`config.mk`:
```
export PLATFORM = sky130hd
export DESIGN_NAME = mis_ctrl
export DESIGN_NICKNAME = d
export VERILOG_FILES = /design/src/sv/mis_pkg.sv /design/src/sv/mis_ctrl.sv
export VERILOG_INCLUDE_DIRS = /design/src /design/src/sv
export SDC_FILE = /design/constraint.sdc
export NUM_CORES = 1
export LEC_CHECK = 0
export BUFFER_PORTS_ARGS = -buffer_cell sky130_fd_sc_hd__buf_2
export CORE_AREA = 2 2 39 41
export CTS_CLUSTER_DIAMETER = 200
export DETAILED_ROUTE_END_ITERATION = 10
export DIE_AREA = 0 0 41 43
export PLACE_DENSITY_LB_ADDON = 0.15
export SLEW_MARGIN = 10
export SYNTH_ARGS = -nofsm -noshare
export SYNTH_HDL_FRONTEND = slang
export SYNTH_SLANG_ARGS = --single-unit
```
`constraint.sdc`:
```
create_clock -name clk -period 1.2 [get_ports clk]
set_input_delay 0.24 -clock clk [delete_from_list [all_inputs] [get_ports clk]]
set_output_delay 0.24 -clock clk [all_outputs]
set_load 0.02 [all_outputs]
```
`src/sv/mips_instruction_step_core_top_defines.svh`:
```
// assertion macros for the step core, used by the controller module
// expects signals named clk and arst_n in the module that uses them
`ifndef MIPS_INSTRUCTION_STEP_CORE_TOP_DEFINES_SVH
`define MIPS_INSTRUCTION_STEP_CORE_TOP_DEFINES_SVH

// same-cycle implication
`define MIS_ASSERT_NOW(lbl, ant, con) \
	lbl: assert property (@(posedge clk) disable iff (!arst_n) (ant) |-> (con)) \
		else $error("step core check failed");

// next-cycle implication
`define MIS_ASSERT_NEXT(lbl, ant, con) \
	lbl: assert property (@(posedge clk) disable iff (!arst_n) (ant) |=> (con)) \
		else $error("step core check failed");

`endif

```
`src/sv/mis_pkg.sv`:
```
// types and codes for the mips instruction step core
// used by the controller, datapath and top level
package mis_pkg;

	localparam logic [2:0] STS_OK      = 3'd0;
	localparam logic [2:0] STS_INVALID = 3'd1;
	localparam logic [2:0] STS_HALT    = 3'd2;
	localparam logic [2:0] STS_PAST    = 3'd3;
	localparam logic [2:0] STS_DIV0    = 3'd4;

	localparam logic [5:0] OPC_RTYPE = 6'h00;
	localparam logic [5:0] OPC_J     = 6'h02;
	localparam logic [5:0] OPC_JAL   = 6'h03;
	localparam logic [5:0] OPC_BEQ   = 6'h04;
	localparam logic [5:0] OPC_BNE   = 6'h05;
	localparam logic [5:0] OPC_BLEZ  = 6'h06;
	localparam logic [5:0] OPC_BGTZ  = 6'h07;
	localparam logic [5:0] OPC_ADDI  = 6'h08;
	localparam logic [5:0] OPC_ADDIU = 6'h09;
	localparam logic [5:0] OPC_SLTI  = 6'h0A;
	localparam logic [5:0] OPC_SLTIU = 6'h0B;
	localparam logic [5:0] OPC_ANDI  = 6'h0C;
	localparam logic [5:0] OPC_ORI   = 6'h0D;
	localparam logic [5:0] OPC_XORI  = 6'h0E;
	localparam logic [5:0] OPC_LUI   = 6'h0F;
	localparam logic [5:0] OPC_LB    = 6'h20;
	localparam logic [5:0] OPC_LH    = 6'h21;
	localparam logic [5:0] OPC_LW    = 6'h23;
	localparam logic [5:0] OPC_LHU   = 6'h25;
	localparam logic [5:0] OPC_SB    = 6'h28;
	localparam logic [5:0] OPC_SH    = 6'h29;
	localparam logic [5:0] OPC_SW    = 6'h2B;

	localparam logic [5:0] FN_SLL     = 6'h00;
	localparam logic [5:0] FN_SRL     = 6'h02;
	localparam logic [5:0] FN_SRA     = 6'h03;
	localparam logic [5:0] FN_JR      = 6'h08;
	localparam logic [5:0] FN_SYSCALL = 6'h0C;
	localparam logic [5:0] FN_MULT    = 6'h18;
	localparam logic [5:0] FN_DIV     = 6'h1A;
	localparam logic [5:0] FN_ADD     = 6'h20;
	localparam logic [5:0] FN_ADDU    = 6'h21;
	localparam logic [5:0] FN_SUB     = 6'h22;
	localparam logic [5:0] FN_AND     = 6'h24;
	localparam logic [5:0] FN_OR      = 6'h25;
	localparam logic [5:0] FN_XOR     = 6'h26;
	localparam logic [5:0] FN_NOR     = 6'h27;
	localparam logic [5:0] FN_SLT     = 6'h2A;

	localparam logic [4:0]  REG_V0    = 5'd2;
	localparam logic [4:0]  REG_RA    = 5'd31;
	localparam logic [31:0] EXIT_CODE = 32'd10;
	localparam logic [14:0] DSS_RESET = 15'd8192;

	typedef struct packed {
		logic idle;
		logic accept;
		logic fetch;
		logic decode;
		logic exec;
		logic load_out;
	} mis_cmd_t;

	typedef struct packed {
		logic short_path;
		logic div_wait;
		logic div_done;
	} mis_sts_t;

endpackage

```
`src/sv/mis_ctrl.sv`:
```
// sequencing controller for the step core
// depends on mis_pkg and the assertion macro header
`include "mips_instruction_step_core_top_defines.svh"
module mis_ctrl (
	input  logic              clk,
	input  logic              arst_n,
	input  logic              in_valid,
	output logic              in_stall,
	output logic              out_valid,
	input  logic              out_stall,
	input  mis_pkg::mis_sts_t sts,
	output mis_pkg::mis_cmd_t cmd
);
	import mis_pkg::*;

	localparam logic [2:0] ST_IDLE   = 3'd0;
	localparam logic [2:0] ST_FETCH  = 3'd1;
	localparam logic [2:0] ST_DECODE = 3'd2;
	localparam logic [2:0] ST_DIVW   = 3'd3;
	localparam logic [2:0] ST_EXEC   = 3'd4;
	localparam logic [2:0] ST_FINISH = 3'd5;

	logic [2:0] state_q;
	logic [2:0] state_d;
	logic       out_valid_q;
	logic       acc;
	logic       can_load;

	assign acc      = in_valid && (state_q == ST_IDLE);
	assign can_load = (state_q == ST_FINISH) && (!out_valid_q || !out_stall);
	assign in_stall = (state_q != ST_IDLE);
	assign out_valid = out_valid_q;

	always_comb begin
		cmd          = '0;
		cmd.idle     = (state_q == ST_IDLE);
		cmd.accept   = acc;
		cmd.fetch    = (state_q == ST_FETCH);
		cmd.decode   = (state_q == ST_DECODE);
		cmd.exec     = (state_q == ST_EXEC);
		cmd.load_out = can_load;
	end

	always_comb begin
		state_d = state_q;
		unique case (state_q)
			ST_IDLE: begin
				if (acc) state_d = sts.short_path ? ST_FINISH : ST_FETCH;
			end
			ST_FETCH:  state_d = ST_DECODE;
			ST_DECODE: state_d = sts.div_wait ? ST_DIVW : ST_EXEC;
			ST_DIVW: begin
				if (sts.div_done) state_d = ST_EXEC;
			end
			ST_EXEC:   state_d = ST_FINISH;
			ST_FINISH: begin
				if (can_load) state_d = ST_IDLE;
			end
			default:   state_d = ST_IDLE;
		endcase
	end

	always_ff @(posedge clk or negedge arst_n) begin
		if (!arst_n) begin
			state_q     <= ST_IDLE;
			out_valid_q <= 1'b0;
		end else begin
			state_q <= state_d;
			if (can_load) out_valid_q <= 1'b1;
			else if (!out_stall) out_valid_q <= 1'b0;
		end
	end

	`MIS_ASSERT_NEXT(a_accept_leaves_idle, acc, state_q != ST_IDLE)
	`MIS_ASSERT_NEXT(a_out_holds, out_valid_q && out_stall, out_valid_q)
	`MIS_ASSERT_NEXT(a_divw_exit, state_q == ST_DIVW,
		state_q == ST_DIVW || state_q == ST_EXEC)
endmodule

```
==> flow_summary.yaml <==
run_status:
  status: "finished, violations left"
  violations: "setup timing"
die:
  io_pins: 15
  dieArea_um2: 1760
  die_w_um: 41
  core_area_um2: 1380
  initial_core_util: 0.216
  placementRows: 14
  die_h_um: 43
final_layout:
  area_delta_synth_final_pct: 76.2
  layout.nets: 66
  final_util: 0.381
  fin_cells: 73
  layout_commonest_cell: "buf_4"
  antenna_cells: 0
  most-common-layout-cells: "12 x buf_4, 8 x buf_2, 5 x buf_6"
  drive_gt1_frac: 0.667
grt:
  first_global_vias: 302
  grt_start_max_net_pins: 8
  grt_pass1_wl_um: 1230
  antenna_found_initial: 0
  grtUsageTotal: 0.106
  overflow: 0
sta:
  setup_viol: 8
  drv_slew: 0
  slew_headroom: 0.832
  setup_tns_ps: -1200
  period_share: 1.18
  period_minus_slack_ps: 1410
  worstMarginPinSlew_ps: 250
  hold_violations: 0
  max_freq_mhz: 708
  setup_slack_ps: -212
  finalClockSkew_ps: 3.57
  rsz0062_at_grt: "true"
drt:
  wl_per_cell_um: 11.0
  ant_nets: 0
  first_pass_iters: 4
  vias_per_cell: 4.56
  vias: 333
  totalWireLength_um: 800
  drc: 0
  first_iter_violations: 3
setup_path:
  start_kind: "register"
  end_kind: "output port"
  worstRegToRegCells: 4
  crit_fanout: 5
  regToRegSetupSlack_ps: -40
  reg2reg_from: "state_q[1]"
  reg2reg_to: "state_q[2]"
  cp.arrival_ps: 1170
  crit_type: "register to output port"
  critical_path_required_ps: 960
  cp_top_family: "flip-flops"
  crit_buf_inv: 1
  cpPeakStageDelay_ps: 440
  path_cells: "nand3b_1 -> a21oi_2 -> buf_4"
  slowest_stage: "dfrtp_2"
power_and_ir_drop:
  p_leak_nw: 0.254
  vdd_ir_drop_max_uv: 1040
  total_power_mw: 1.47
  p_per_area_nw_per_um2: 2800
logic_synthesis:
  synth_nets: 40
  yosysSeqAreaShare: 0.335
  synthCells: 33
  avgSynthCellArea_um2: 9.06
  syn_area_um2: 299
  yosysWarnings: 0
  ys_types: 21
  ys_ff_latch: 4
hold_path:
  hold_path.class: "input port to register"
  holdPathStages: 2
  worstHoldEndpoint: "state_q[1]"
  min_from: "sts[0]"
cts:
  htreeDepth: 1
  clk_latency_ps: 230
  cts.clk_slew.worst_paths_ps: 40
  clockBufferDepth: 2
  cts.sink_count: 4
  cts_root_buf: "clkbuf_4"
  cts_buffers: 3
  cts_tree: "yes"
placement:
  dp.cells: 65
  port_buffers: 14
  gp_congestion: 0.791
  place_ws_ps: -12.5
  hpwlAfterDp_um: 553
job:
  max-cap-violations: 0
[logic make-up (layout without fill, tap and decap cells)]
logic type / count (synthesis) / count (layout) / share of synthesized area
flops: 4 / 4 / 0.335
simple gates: 14 / 14 / 0.314
buf+inv: 6 / 30 / 0.163
compound gates: 9 / 9 / 0.188
[metrics by stage]
stage / instance area, um^2 / hold WS, ps
floorplan: 315 / -55.6
global placement: 413 / 44.5
detailed placement: 413 / 46.5
CTS: 488 / 236
global route: 527 / 266
finish: 527 / 245
[final cells by class]
| type | instances | area (um^2) |
|---|---|---|
| Clock buffer | 3 | 22.5 |
| Fill cell | 157 | 857 |
| Inverter | 1 | 3.75 |
| Multi-Input combinational cell | 23 | 180 |
| Sequential cell | 4 | 104 |
| Tap cell | 16 | 20.0 |
| Timing Repair Buffer | 26 | 196 |
[flip-flops by register name (all words and copies together) (netlist names)]
signal / count
state_q: 3
out_valid: 1
[power by group]
group	internal [mW]	switching [mW]
Combinational	0.541	0.444
Clock	0.111	0.0500
Sequential	0.209	0.118
Total	0.861	0.612
[worst max path at each step]
stage | startpoint | cells past startpoint | endpoint | slack [ps]
global placement | state_q[1] | 3 | cmd[3] | -3
floorplan | state_q[2] | 4 | cmd[4] | -100
finish | state_q[1] | 3 | cmd[0] | -210
global route | state_q[2] | 3 | cmd[3] | -260
CTS | state_q[1] | 3 | cmd[3] | -220
detailed placement | state_q[2] | 3 | cmd[4] | -10
[per-layer routing]
| layer | track usage | wire [um] | vias to the layer above |
|---|---|---|---|
| met5 | 0 | 0 | - |
| met4 | 0.0600 | 0 | 0 |
| met3 | 0.0314 | 50 | 0 |
| met2 | 0.159 | 414 | 13 |
| met1 | 0.127 | 336 | 153 |
| li1 | - | - | 167 |
[cells in the mapped netlist]
library cell | count | share of area
buf_6 | 2 | 0.075
inv_1 | 1 | 0.013
or3_1 | 1 | 0.021
nor3b_1 | 2 | 0.050
nand2_1 | 2 | 0.025
o211ai_1 | 1 | 0.025
a311oi_1 | 1 | 0.029
buf_4 | 3 | 0.075
nand4b_1 | 1 | 0.029
o21ai_0 | 1 | 0.017
nor3_2 | 1 | 0.033
dfrtp_1 | 4 | 0.33
a21o_1 | 1 | 0.025
nor3_1 | 1 | 0.017
nand2b_1 | 1 | 0.021
nand3b_1 | 1 | 0.025
and2_1 | 1 | 0.021
nand2b_4 | 1 | 0.046
nor2_1 | 2 | 0.025
a21oi_1 | 4 | 0.067
a211oi_1 | 1 | 0.025
[repair_timing]
action | in CTS | in global routing
resized for setup | 9 | 9
endpoints found under the hold margin | 4 | 0
setup endpoints to repair | 8 | 9
buffers inserted | 3 | 1
hold buffers | 1 | 0
pin swaps | 1 | 2
No activity file was read; power rests on OpenSTA's default activity.
